===== config.mk =====
export PLATFORM = sky130hd
export DESIGN_NAME = fcss_ctrl
export DESIGN_NICKNAME = d
export VERILOG_FILES = /design/src/fcss_pkg.sv /design/src/fcss_ctrl.sv
export SDC_FILE = /design/constraint.sdc
export NUM_CORES = 1
export LEC_CHECK = 0
export BUFFER_PORTS_ARGS = -buffer_cell sky130_fd_sc_hd__buf_2
export CORE_AREA = 2 2 39 41
export DETAILED_ROUTE_END_ITERATION = 12
export DIE_AREA = 0 0 41 43
export GPL_TIMING_DRIVEN = 0
export MAX_ROUTING_LAYER = met4
export SYNTH_ARGS = -nofsm -noshare
export SYNTH_HDL_FRONTEND = slang
export SYNTH_SLANG_ARGS = --single-unit
export TNS_END_PERCENT = 1

===== constraint.sdc =====
create_clock -name clk -period 1.6 [get_ports clk]
set_input_delay 0.32 -clock clk [delete_from_list [all_inputs] [get_ports clk]]
set_output_delay 0.32 -clock clk [all_outputs]
set_load 0.1 [all_outputs]

===== src/fcss_pkg.sv =====
// Shared types and constants for the common-source FET stage solver.
package fcss_pkg;

  localparam int MAX_ITERATIONS = 5;
  localparam int ITER_W         = $clog2(MAX_ITERATIONS + 1);

  localparam int GAIN_Q12       = 2867;
  localparam int ROUND_Q12      = 2048;
  localparam int VCC_Q12        = 20480;
  localparam int VGS_LIMIT_Q12  = 20480;
  localparam int VOLT_MIN_Q12   = -32768;
  localparam int DROP_LIMIT     = VCC_Q12 - VOLT_MIN_Q12;
  localparam int TOL_LSB        = 4;

  localparam int CFG_AW = 2;
  localparam int CFG_DW = 24;

  localparam logic [CFG_AW-1:0] REG_THRESHOLD = 2'd0;
  localparam logic [CFG_AW-1:0] REG_KCOEFF    = 2'd1;
  localparam logic [CFG_AW-1:0] REG_LAMBDA    = 2'd2;
  localparam logic [CFG_AW-1:0] REG_RDRAIN    = 2'd3;

  localparam logic signed [15:0] THRESHOLD_RST = 16'sd8192;
  localparam logic [23:0]        KCOEFF_RST    = 24'd16777;
  localparam logic [15:0]        LAMBDA_RST    = 16'd1311;
  localparam logic [15:0]        RDRAIN_RST    = 16'd1000;

  typedef struct packed {
    logic signed [15:0] thr;
    logic [23:0]        k;
    logic [15:0]        lambda;
    logic [15:0]        rd;
  } cfg_t;

  typedef struct packed {
    logic load;
    logic gate;
    logic od;
    logic mul1;
    logic mul2;
    logic mul3;
    logic cur;
    logic drop;
    logic update;
    logic emit;
  } cmd_t;

  typedef struct packed {
    logic conv;
    logic out_stall;
  } status_t;

endpackage


===== src/fcss_ctrl.sv =====
// Sequencer for the gate, device-model and update steps of the drain solve.
module fcss_ctrl (
  input  logic               clk,
  input  logic               rst_n,
  input  logic               in_tvalid,
  output logic               in_tready,
  input  fcss_pkg::status_t  status,
  output fcss_pkg::cmd_t     cmd
);

  typedef enum logic [3:0] {
    ST_IDLE, ST_GATE, ST_OD, ST_MUL1, ST_MUL2, ST_MUL3,
    ST_CUR, ST_DROP, ST_UPD, ST_FINISH
  } state_t;

  state_t                        state_r, state_nxt;
  logic [fcss_pkg::ITER_W-1:0]   iter_r, iter_nxt;
  logic                          last_iter;

  assign in_tready = (state_r == ST_IDLE);
  assign last_iter = (iter_r == fcss_pkg::ITER_W'(fcss_pkg::MAX_ITERATIONS - 1));

  always_comb begin
    cmd        = '0;
    state_nxt  = state_r;
    iter_nxt   = iter_r;
    case (state_r)
      ST_IDLE: begin
        if (in_tvalid) begin
          cmd.load  = 1'b1;
          iter_nxt  = '0;
          state_nxt = ST_GATE;
        end
      end
      ST_GATE: begin
        cmd.gate  = 1'b1;
        state_nxt = ST_OD;
      end
      ST_OD: begin
        cmd.od    = 1'b1;
        state_nxt = ST_MUL1;
      end
      ST_MUL1: begin
        cmd.mul1  = 1'b1;
        state_nxt = ST_MUL2;
      end
      ST_MUL2: begin
        cmd.mul2  = 1'b1;
        state_nxt = ST_MUL3;
      end
      ST_MUL3: begin
        cmd.mul3  = 1'b1;
        state_nxt = ST_CUR;
      end
      ST_CUR: begin
        cmd.cur   = 1'b1;
        state_nxt = ST_DROP;
      end
      ST_DROP: begin
        cmd.drop  = 1'b1;
        state_nxt = ST_UPD;
      end
      ST_UPD: begin
        cmd.update = 1'b1;
        if (status.conv || last_iter) begin
          state_nxt = ST_FINISH;
        end else begin
          iter_nxt  = iter_r + 1'b1;
          state_nxt = ST_MUL1;
        end
      end
      ST_FINISH: begin
        if (!status.out_stall) begin
          cmd.emit  = 1'b1;
          state_nxt = ST_IDLE;
        end
      end
      default: begin
        state_nxt = ST_IDLE;
      end
    endcase
  end

  always_ff @(posedge clk) begin
    if (!rst_n) begin
      state_r <= ST_IDLE;
      iter_r  <= '0;
    end else begin
      state_r <= state_nxt;
      iter_r  <= iter_nxt;
    end
  end

  a_iter_bound: assert property (@(posedge clk) disable iff (!rst_n)
    iter_r <= fcss_pkg::ITER_W'(fcss_pkg::MAX_ITERATIONS - 1))
    else $error("iteration count beyond limit");

  a_emit_no_stall: assert property (@(posedge clk) disable iff (!rst_n)
    cmd.emit |-> !status.out_stall)
    else $error("result emitted into a stalled output register");

  a_load_to_gate: assert property (@(posedge clk) disable iff (!rst_n)
    cmd.load |=> (state_r == ST_GATE))
    else $error("transfer not followed by gate step");

  a_update_exit: assert property (@(posedge clk) disable iff (!rst_n)
    (cmd.update && status.conv) |=> (state_r == ST_FINISH))
    else $error("converged solve did not finish");

endmodule


* Word-level counts from Yosys, hierarchy flattened
Cells that the tools add are included.
Widths: inputs -> output; s select.
** Word-level totals
- Input bits :: 5
- Register bits :: 7
- Output and inout port bits :: 11
- Word-level logic and storage cells :: 40
** Operators by class
- Muxes and demuxes :: 19
- Reductions and logical operators :: 5
- Equal/unequal tests :: 13
- Add/sub/neg operators :: 1
** Operators by type and width (count)
- $pmux 4 s10 :: 1
- $eq 4x3->1 const B :: 4
- $mux 1 :: 12
- $mux 4 :: 3
- $eq 4x2->1 const B :: 2
- $eq 4x4->1 const B :: 2
- $mux 3 :: 2
- $ne 2x2->1 const B :: 3
- $pmux 3 s2 :: 1
- $eq 4x1->1 const B :: 1
- $logic_not 4->1 :: 1
- $add 3x1->3 const B :: 1
- $eq 3x3->1 const B :: 1
- $reduce_and 3->1 :: 1
- $reduce_and 2->1 :: 1
- $reduce_bool 2->1 :: 1
- $logic_or 1x1->1 :: 1

* Depth between registers and ports, before layout
Gate-level depths: netlist (run 1).
- Word-level depth :: 4
- Mapped depth :: 5
- Gate-level depth less buffers :: 5

* Least setup slack after synthesis (run 1)
OpenSTA, ideal clock, no wires.
- Path kind :: reg-to-output
- Start point :: register state_r[0]
- End point :: output cmd[0] in the netlist's numbering
- Data required time :: 1280 ps
- Path buffers :: 1
- Arrival :: 3843 ps
- Path slack :: -2563 ps
- Cell stages (with the launch flop) :: 4
- Path through :: dfxtp_1 clkbuf_1 nand2b_1 nor4b_1
** RTL lines
- start, declared :: RTL line fcss_ctrl.sv:16 : state_t state_r, state_nxt;
- start signal, assigned :: RTL line fcss_ctrl.sv:89 : state_r <= state_nxt;
- end, declared :: RTL line fcss_ctrl.sv:8 : output fcss_pkg::cmd_t cmd

==> results.txt, run 1 <==
# nets final: 96
Leak Pwr: 0.361 nW
Clock power frac: 0.194
failing checks: negative setup slack
setup violators final: 6
share of Yosys cell area claimed by the top area cell type: 0.265
DIE WIDTH: 41 microns
first drt pass iteration count: 4
total track usage: 0.199
PnR worst setup slack: -0.187 ns
Critical Path Sink Type: output pin
Syn Nets: 73
Max VDD drop: 0.555 mV
commonest non-fill, non-tap cell in the layout: buf_12
DR WL/cell: 13.8 microns
htree depth: 1
Synth Area per Inst: 8.00 sq um
NetSw: 371 uW
PortBufs: 14
final WL: 1430 microns
final hold vios: 0
Slew Limit Fails: 0
Sequential Power Share: 0.235
Initial DRC Count: 3
CTS tree: yes
clk root buf: clkbuf_4
Min Hold Slack: 0.461 ns
f_max: 560 MHz
Critical Path Fanout Max: 3
clk buf depth: 2
first-pass GRT wire length: 2390 microns
Die Area: 1760 sq um
CTS clock-pin slew for the worst setup and hold paths: 0.06 ns
Post-synth EDFFs: 0
Area Overhead vs Synth: 92.9%
Final min period: 1.79 ns
number of buffers created by CTS: 3
Hold WC Path Type: input port to flip-flop
antenna cells: 0
cell taking the most area after synthesis: dfxtp_1
Starting Density: 0.382
relative slew slack: 0.758
fillcell total: 98
Setup Skew: 0.00786 ns
unrepaired setup endpoints after global routing: yes
number of global-route vias before repair: 558
routed vias: 547
status: complete, but fails checks
Clock Sinks: 7
Crit Path Category: flip-flop to output pin
layout cells sized above 1: 0.534
synthesized cell area: 528 sq um
ys async rst share: 0
I/O Pins: 16
Via density: 5.26
top_reg_cell synth: dfxtp_1
Worst Max-Slew Pin Slew: 0.364 ns
Crit path required time: 1.28 ns
core area: 1380 sq um
CP Launch Type: flip-flop
RD Place Congestion: 0.660
total negative slack: -0.660 ns
commonest cells after routing, fill and taps aside: 10 x buf_12, 5 x buf_4, 4 x nor2_4, 4 x nor3_4, 4 x dfxtp_1
final worst-path cycle share: 1.12
PwrDens: 824 nW/um^2
Yosys reg bits: 7
crit path DAT: 1.47 ns
sequential share of the synthesized area: 0.265
remaining antenna violation count: 0
antenna violations before repair: 0
power share of the combinational group: 0.570
Die Span Y: 43 microns
Yosys warning count: 0
cells after synthesis: 66
MaxCap Viol Count: 0
post-synthesis cell type count: 33
num rows: 14
top cells by area, synth: dfxtp_1 27%, mux2i_1 5.7%, ha_1 4.7%
HPWL Detailed: 913 microns
Int Power: 468 uW
worst skew pair latency: 0.25 ns
largest net degree at the start of global routing: 11
switch share: 0.442
drc violations: 0
GRT overflow: 0
-- worst max-delay path, stage by stage, from the launching register on --
cell,delay [ns]
dfxtp_4,0.34
or4_4,0.57
nor2_4,0.12
buf_12,0.18
-- per-layer routing --
layer / global-route usage / share of wire / wire length [microns]
met2: 0.341 / 0.51 / 735
met4: 0.0600 / 0.0077 / 11
met5: - / 0 / 0
met3: 0.0157 / 0.037 / 53
met1: 0.233 / 0.44 / 630
-- what timing repair did --
action                                  CTS  global route
resized for setup                        54             7
pin swaps                                 0             8
buffers inserted                          5             0
endpoints found under the setup margin   13            14
gates cloned                              0             0
hold buffers                              0             0
-- Yosys cell counts, types with 2 or more instances --
cell type and n:
buf_2 2, clkbuf_1 3, dfxtp_1 7, ha_1 2, inv_1 4, mux2i_1 3, nand2_1 4, nand2b_1 4
nor2_1 5, nor3_1 5, o211ai_1 3, o21ai_0 3
-- metrics by stage --
| stage | util | cell area, sq um | total power, mW | setup WS (ns) | std cells |
|---|---|---|---|---|---|
| 2_1_floorplan | - | 656 | 0.506 | -0.445 | 66 |
| 5_1_grt | 0.736 | 1020 | 0.877 | -0.228 | 104 |
| 4_1_cts | 0.731 | 1010 | 0.843 | -0.266 | 105 |
| 3_3_place_gp | 0.539 | 746 | 0.549 | -0.280 | 96 |
| 3_5_place_dp | 0.539 | 746 | 0.551 | -0.293 | 96 |
| 6_report | 0.736 | 1020 | 0.839 | -0.187 | 104 |
-- final timing paths --
path / from / to / slack, ns / cells after the start
setup / recovery: state_r[1]$_SDFFE_PN0P_ / cmd[9] / -0.19 / 3
hold / removal: rst_n / state_r[3]$_SDFFE_PN0P_ / 0.46 / 2
setup reg to reg: iter_r[0]$_SDFFE_PN0P_ / iter_r[1]$_SDFFE_PN0P_ / 0.10 / 5
hold reg to reg: iter_r[1]$_SDFFE_PN0P_ / iter_r[1]$_SDFFE_PN0P_ / 0.48 / 2
-- sequential cells by signal (all words and copies together), names as in the netlist --
register  count
state_r       4
iter_r        3
-- power by group through the flow --
stage / clock network [mW] / logic (mW) / registers [mW]
after floorplan: 0 / 0.304 / 0.202
after global placement: 0 / 0.344 / 0.205
after detailed placement: 0 / 0.346 / 0.205
after CTS: 0.165 / 0.481 / 0.197
after global routing: 0.175 / 0.503 / 0.199
final: 0.163 / 0.479 / 0.198
-- logic make-up after synthesis --
| group | count (synthesis) | share of synthesized area |
|---|---|---|
| compound gates | 14 | 0.204 |
| xor+xnor | 2 | 0.0332 |
| fa+ha+maj | 2 | 0.0474 |
| buf+inv | 10 | 0.0758 |
| flops | 7 | 0.265 |
| mux | 3 | 0.0569 |
| simple gates | 28 | 0.318 |
-- layout make-up --
class,instances,area (sq um),share of cell area
flip-flops and latches,7,149,0.146
repair buffers,19,255,0.251
well taps,16,20.0,0.0197
plain buffers,5,65.1,0.0639
inverters,4,15.0,0.0147
clock buffers,4,26.3,0.0258
multi-input cells,49,488,0.479
Power figures use the tool's default switching activity.
==> run 2, diff against run 1 <==
--- a/config.mk
+++ b/config.mk
@@ -5,12 +5,16 @@
 export SDC_FILE = /design/constraint.sdc
 export NUM_CORES = 1
 export LEC_CHECK = 0
+export ABC_AREA = 1
 export BUFFER_PORTS_ARGS = -buffer_cell sky130_fd_sc_hd__buf_2
-export CORE_AREA = 2 2 39 41
+export CELL_PAD_IN_SITES_DETAIL_PLACEMENT = 1
+export CELL_PAD_IN_SITES_GLOBAL_PLACEMENT = 1
+export CORE_MARGIN = 2
+export CORE_UTILIZATION = 31
 export DETAILED_ROUTE_END_ITERATION = 12
-export DIE_AREA = 0 0 41 43
 export GPL_TIMING_DRIVEN = 0
 export MAX_ROUTING_LAYER = met4
+export PLACE_DENSITY_LB_ADDON = 0.1
 export SYNTH_ARGS = -nofsm -noshare
 export SYNTH_HDL_FRONTEND = slang
 export SYNTH_SLANG_ARGS = --single-unit
==> results.txt, run 2 <==
antenna violations before repair: 0 (unchanged)
Worst Max-Slew Pin Slew: 0.205 ns (-0.158 ns)
first drt pass iteration count: 4 (unchanged)
Leak Pwr: 0.427 nW (+18%)
final hold vios: 0 (unchanged)
Regs by FF count: state_r (4), iter_r (3)
Area Overhead vs Synth: 78.5%
Max VDD drop: 0.730 mV (+31%)
crit path to: cmd[3]
Via density: 4.98 (-5.4%)
HPWL Detailed: 1170 microns (+29%)
Final Cell Area: 902 sq um (-11%)
most used cell, CP: inv_4
fillcell total: 190 (+94%)
final WL: 1780 microns (+24%)
Initial DRC Count: 4 (+1)
share of Yosys cell area claimed by the top area cell type: 0.277 (+0.0118)
Synth Area per Inst: 6.09 sq um (-24%)
slowest CP cell: dfxtp_4
commonest cells after routing, fill and taps aside: 15 x nand2_1, 13 x inv_1, 10 x nand3_1
cells after synthesis: 83 (+26%)
f_max: 607 MHz (+8.4%)
PortBufs: 15 (+1)
unrepaired setup endpoints after global routing: yes
status: complete, but fails checks
Setup WS pre-CTS: -0.0664 ns (+0.227 ns)
Critical Path Sink Type: output pin
top cells by area, synth: dfxtp_1 28%, nand2_1 13%, inv_1 12%
Biggest register: state_r
htree depth: 1 (unchanged)
Min Hold Slack: 0.336 ns (-0.125 ns)
reg2reg path depth: 9 (+4)
post-synthesis cell type count: 17 (-48%)
RD Place Congestion: 0.788 (+19%)
ys async rst share: 0 (unchanged)
# nets final: 114 (+19%)
number of global-route vias before repair: 657 (+18%)
Crit Path Category: flip-flop to output pin
cts hold-fix bufs: 0 (unchanged)
setup violators final: 3 (-3)
crit path DAT: 1.33 ns (-0.14 ns)
Final min period: 1.65 ns (-0.138 ns)
count leader, synth: nand2_1
first-pass GRT wire length: 2900 microns (+21%)
num rows: 14 (unchanged)
routed vias: 607 (+11%)
total track usage: 0.210 (+0.0109)
GRT overflow: 0 (unchanged)
synthesized cell area: 505 sq um (-4.3%)
I/O Pins: 16 (unchanged)
failing checks: negative setup slack
Die Span Y: 44.4 microns (+3.2%)
placed standard-cell area: 657 sq um (-12%)
antenna cells: 0 (unchanged)
Yosys warning count: 0 (unchanged)
Critical Path Fanout Max: 4 (+1)
worst skew pair latency: 0.26 ns (about the same)
largest net degree at the start of global routing: 7 (-4)
Starting Density: 0.332 (-0.0499)
CTS clock-pin slew for the worst setup and hold paths: 0.06 ns (about the same)
clk root buf: clkbuf_4
Crit. Startpoint: state_r[2]$_SDFFE_PN0P_
cell taking the most area after synthesis: dfxtp_1
Setup Skew: 0.00289 ns (-0.00497 ns)
Slew Limit Fails: 0 (unchanged)
max reg flops: 4 (unchanged)
top_reg_cell synth: dfxtp_1
Synth top cells by count: 17 x nand2_1, 16 x inv_1, 11 x nor2_1, 10 x nand3_1, 7 x dfxtp_1
Post-synth EDFFs: 0 (unchanged)
DIE WIDTH: 44.4 microns (+8.2%)
CTS tree: yes
critical path cell sequence: inv_4 > nor2_4 > inv_4 > nor3_4 > buf_12
Clock Sinks: 7 (unchanged)
clk buf depth: 2 (unchanged)
number of buffers created by CTS: 3 (unchanged)
DR WL/cell: 14.5 microns (+5.7%)
drc violations: 0 (unchanged)
delay of the slowest critical-path stage: 0.40 ns (-0.17 ns)
PnR worst setup slack: -0.0488 ns (+0.138 ns)
Hold WC Path Type: input port to flip-flop
Power, Total: 904 uW (+7.8%)
final worst-path cycle share: 1.03 (-0.0863)
PwrDens: 1000 nW/um^2 (+22%)
Crit path required time: 1.28 ns (about the same)
Syn Nets: 90 (+23%)
R2R Path Start: iter_r[0]$_SDFFE_PN0P_
CP Launch Type: flip-flop
layout cells sized above 1: 0.491 (-0.0435)
relative slew slack: 0.862 (+0.105)
R2R Setup Slk: 0.30 ns (+0.20 ns)
commonest non-fill, non-tap cell in the layout: nand2_1
MaxCap Viol Count: 0 (unchanged)
Die Area: 1970 sq um (+12%)
core area: 1520 sq um (+10%)
remaining antenna violation count: 0 (unchanged)
sequential share of the synthesized area: 0.277 (+0.0118)
reg2reg end: iter_r[1]$_SDFFE_PN0P_
Yosys reg bits: 7 (unchanged)
-- run 2: how the worst min path moves through the flow --
stage	end	from	slack [ns]	cells after the start
final	state_r[3]$_SDFFE_PN0P_	rst_n	0.34	3
after global routing	state_r[2]$_SDFFE_PN0P_	rst_n	0.34	2
after CTS	state_r[2]$_SDFFE_PN0P_	rst_n	0.32	2
after detailed placement	iter_r[0]$_SDFFE_PN0P_	iter_r[0]$_SDFFE_PN0P_	0.48	2
after global placement	iter_r[0]$_SDFFE_PN0P_	iter_r[0]$_SDFFE_PN0P_	0.48	2
after floorplan	state_r[3]$_SDFFE_PN0P_	rst_n	0.42	2
-- run 2: cell type report --
class                   instances  area, sq um  area share
well taps                      16         20.0      0.0222
repair buffers                 19          248       0.275
multi-input cells              55          369       0.409
flip-flops and latches          7          155       0.172
clock buffers                   4         26.3      0.0291
inverters                      21         83.8      0.0929
-- run 2: cells by family (layout without fill, tap and decap cells) --
kind of cell,Yosys count,after routing,synth area share
simple gates,46,46,0.436
buf+inv,21,44,0.156
compound gates,7,7,0.0817
flops,7,7,0.277
fa+ha+maj,2,2,0.0495
-- run 2: where the power goes --
group	total (mW)	switching (mW)	internal, mW
logic	0.507	0.342	0.164
registers	0.223	0.0276	0.195
clock network	0.175	0.0789	0.0961
-- run 2: what timing repair did --
action / CTS / global route
gates cloned: 0 / 0
pin swaps: 1 / 3
setup endpoints to repair: 11 / 11
setup buffers: 1 / 3
gates resized for setup: 40 / 17
-- run 2: per-stage QoR --
stage,TNS [ns],utilization,std cells
after floorplan,-2.04,-,83
after global placement,-0.169,0.431,114
after detailed placement,-0.252,0.431,114
after CTS,-0.0385,0.538,119
after global routing,-0.356,0.592,122
final,-0.0978,0.592,122
-- run 2: layer usage --
| layer | routed length [microns] | track usage |
|---|---|---|
| met5 | 0 | - |
| met4 | 13 | 0.0545 |
| met3 | 57 | 0.0245 |
| met2 | 940 | 0.374 |
| met1 | 764 | 0.248 |
-- run 2: worst max-delay path, delay by kind of cell (launching register included) --
family        cells  cell delay, ns
simple gates      2            0.34
buf+inv           3            0.33
flops             1            0.40
